**src/rtl/lrfc_pkg.sv**
```systemverilog
// Shared types and constants for the lidar range filter and curvature block.
package lrfc_pkg;

  localparam int COORD_W = 20;
  localparam int CFG_W   = 16;
  localparam int LIM_W   = 2 * CFG_W;
  localparam int SQ_W    = 2 * COORD_W - 1;   // square of a 20-bit signed value
  localparam int RANGE_W = SQ_W + 2;          // sum of three squares
  localparam int CURV_W  = 50;
  localparam int IDX_W   = 18;

  localparam logic [CFG_W-1:0] MIN_RANGE_RESET = 16'd100;
  localparam logic [LIM_W-1:0] LIM_RESET =
    LIM_W'(MIN_RANGE_RESET) * LIM_W'(MIN_RANGE_RESET);

  typedef struct packed {
    logic signed [COORD_W-1:0] x;
    logic signed [COORD_W-1:0] y;
    logic signed [COORD_W-1:0] z;
  } point_t;

  typedef struct packed {
    logic shift;
    logic clear;
  } cell_ctrl_t;

endpackage

```
**src/rtl/lrfc_cell.sv**
```systemverilog
// One window cell: holds a point, loads its upstream neighbor on a shift and clears on clear.
module lrfc_cell (
  input  logic                clk,
  input  logic                rst,
  input  lrfc_pkg::cell_ctrl_t ctrl,
  input  lrfc_pkg::point_t    d,
  output lrfc_pkg::point_t    q
);

  always_ff @(posedge clk) begin
    if (rst) begin
      q <= '0;
    end else if (ctrl.clear) begin
      q <= '0;
    end else if (ctrl.shift) begin
      q <= d;
    end
  end

endmodule

```
**config.mk**
```make
export PLATFORM = sky130hd
export DESIGN_NAME = lrfc_cell
export DESIGN_NICKNAME = d
export VERILOG_FILES = /design/src/rtl/lrfc_pkg.sv /design/src/rtl/lrfc_cell.sv
export SDC_FILE = /design/constraint.sdc
export NUM_CORES = 1
export LEC_CHECK = 0
export ABC_CLOCK_PERIOD_IN_PS = 800
export BUFFER_PORTS_ARGS = -buffer_cell sky130_fd_sc_hd__buf_2
export CELL_PAD_IN_SITES_DETAIL_PLACEMENT = 0
export CELL_PAD_IN_SITES_GLOBAL_PLACEMENT = 1
export CORE_ASPECT_RATIO = 0.8
export CORE_MARGIN = 2
export CORE_UTILIZATION = 28
export DETAILED_ROUTE_END_ITERATION = 8
export PLACE_DENSITY_LB_ADDON = 0.08
export SLEW_MARGIN = 0
export SYNTH_ARGS = -nofsm -noshare
export SYNTH_HDL_FRONTEND = slang
export SYNTH_SLANG_ARGS = --single-unit
```
**constraint.sdc**
```tcl
create_clock -name clk -period 0.8 [get_ports clk]
set_input_delay 0.16 -clock clk [delete_from_list [all_inputs] [get_ports clk]]
set_output_delay 0.16 -clock clk [all_outputs]
set_load 0.005 [all_outputs]
```
==> flow_summary.toml <==
[outcome]
status = "complete, but fails checks"
violations = "negative setup slack"

[global_routing]
overflow = 0
antenna_found_initial = 0
grt_pass1_vias = 1697
grt_pass1_wl_um = 7840
grt_max_degree = 31
gr-usage-all-layers_pct = 12.1

[synthesis]
synth_area_mm2 = 0.00219
syn_inst = 195
yosysUniqueCellTypes = 7
synth_nets = 259
synth_seq_cells = 60
yosysWarnings = 0
avgSynthCellArea_um2 = 11.2
yosysSeqAreaShare_pct = 54.9

[power_and_ir_drop]
p_int_mw = 5.75
pwr-share-seq_pct = 43.7
netSwitchingFraction_pct = 20.4
p_per_area_mw_per_mm2 = 2150
vdd_drop_max_uv = 1030
p_clk_share_pct = 46.6
pwr-share-comb_pct = 9.7
p_switching_mw = 1.48
power.leakage_nw = 1.72

[sta]
finalCritPeriodShare_pct = 117
period_needed_ns = 0.936
tightest_slew_ns = 0.151
slew_violations = 0
fin_skew_ns = 0
finalHoldViolCount = 0
relSlewSlack_pct = 89.6
setup_violations = 60
rsz0062_at_grt = "true"
setup_ws_ns = -0.136
max_freq_mhz = 1070

[placement]
dp_hpwl_um = 3590
io_buffers = 123
place_inst = 415
placed_area_mm2 = 0.00288
gp_congestion = 0.685

[layout]
largest_reg_flops = 60
final_cell_count_no_fill = 432
finalInstanceArea_mm2 = 0.00335
syn_to_final_growth_pct = 53.4
regArea_mm2 = 0.00128
fin_nets = 386
n_antenna_cell = 0
regMostFlops = "q"
fillers = 786
multi_input_area_um2 = 832
drive_above_1_share_pct = 63.0
final_cell_mix = "99 x buf_2, 60 x mux2i_1, 60 x nor2_1, 60 x dfxtp_2, 23 x buf_6"
layout_commonest_cell = "buf_2"
reg_top3 = "q (60)"

[setup_path]
cp_slowest_cell = "dfxtp_2"
crit_path_max_incr_delay_ns = 0.33
cp-end-kind = "output pin"
rr_worst_depth = 3
cpLargestDelayFamily = "flip-flops"
crit_path_cell_trace = "buf_6"
crit_fanout = 2
required_ns = 0.64
startpoint_type = "flop"
r2r-end = "q[51]"
r2r-start = "q[51]"
critPathBufInv = 1
path_class = "flop to output pin"
r2r_slack_ns = 0.08
worstPathArrival_ns = 0.78

[clocking]
htreeDepth = 3
clockRootBuffer = "clkbuf_8"
clock_path_buffers = 2
cts_inserted_buffers = 9
cts_hold_buffers = 0
clock_latency_ns = 0.33
numClockSinks = 60
path_clk_slew_ns = 0.07
cts_tree = "built"

[drt]
firstDrtPassIters = 4
wl_um = 5240
viasPerCell = 4.11
vias = 1776
drcViolationCount = 0
post_drt_wl_per_cell_um = 12.1
drtIter0Drc = 56
ant_nets = 0

[hold_path]
hp-class = "input pin to flop"
hp-start = "d[35]"
worstHoldPathCells = 3
hold_path_end = "q[35]"

[floorplan]
die_area_mm2 = 0.00854
core_mm2 = 0.00750
die_h_um = 83.1
rows = 28
io_pins = 124
die_w_um = 103
initial_core_util_pct = 29.2

[run]
cap_violations = 0
[kinds of logic after synthesis]
family                 synth area share (%)
multiplexers                           27.5
flip-flops                             54.9
buffers and inverters                  7.04
AND/OR/NAND/NOR                        10.6
[timing repair]
item                       4_1_cts  5_1_grt
setup endpoints to repair       60       60
buffers inserted                 0        1
resized for setup               69       14
[worst register-to-register path, cell delays in order, from the launching register on]
cell,delay [ns]
dfxtp_2,0.32
buf_4,0.12
mux2i_1,0.12
nor2_1,0.05
[metrics by stage]
stage                     hold slack (ns)  worst slack (ns)  util [%]  TNS (ns)  power [mW]
after floorplan                     0.307           0.00378         -         0        3.58
after global placement              0.391            -0.149      38.4     -8.58        3.87
after detailed placement            0.404            -0.173      38.4     -9.34        3.87
after CTS                          0.0365            -0.160      43.7     -8.92        7.33
after global routing               0.0426            -0.197      44.7    -10.09        7.58
final                              0.0586            -0.136      44.7     -7.23        7.23
[power by group through the flow]
stage	sequential, mW	combinational (mW)	clock [mW]
global route	3.17	0.778	3.63
floorplan	3.21	0.373	0
global placement	3.20	0.668	0
finish	3.16	0.704	3.37
CTS	3.15	0.697	3.48
detailed placement	3.20	0.672	0
[synth_stat cells]
cell type | number | area share, %
buf_8 | 6 | 4.1
nor2_1 | 60 | 10
dfxtp_1 | 60 | 55
buf_4 | 7 | 2.4
or2_1 | 1 | 0.29
buf_6 | 1 | 0.51
mux2i_1 | 60 | 27
[how the worst max path moves through the flow]
| stage | start | endpoint | slack [ns] | depth (start not counted) |
|---|---|---|---|---|
| after CTS | q[14] | q[14] | -0.16 | 1 |
| final | q[11] | q[11] | -0.14 | 1 |
| after global placement | ctrl[0] | q[47] | -0.15 | 4 |
| after detailed placement | ctrl[0] | q[12] | -0.17 | 4 |
| after floorplan | ctrl[1] | q[0] | 0.004 | 4 |
| after global routing | q[11] | q[11] | -0.20 | 1 |
[per-layer routing]
metal | GRT usage [%] | vias to the layer above | part of all wire (%)
met5 | 0 | - | 0
met4 | 3.95 | 0 | 1.0
met3 | 8.59 | 7 | 13
met2 | 17.2 | 79 | 43
met1 | 14.5 | 792 | 43
li1 | - | 898 | -
[cell type report]
type                    count  area share, %
clock buffers              12           4.63
flip-flops and latches     60           38.0
well taps                 105           3.92
clock inverters             4           2.83
multi-input cells         121           24.8
repair buffers            130           25.8
Power figures use the tool's default switching activity.
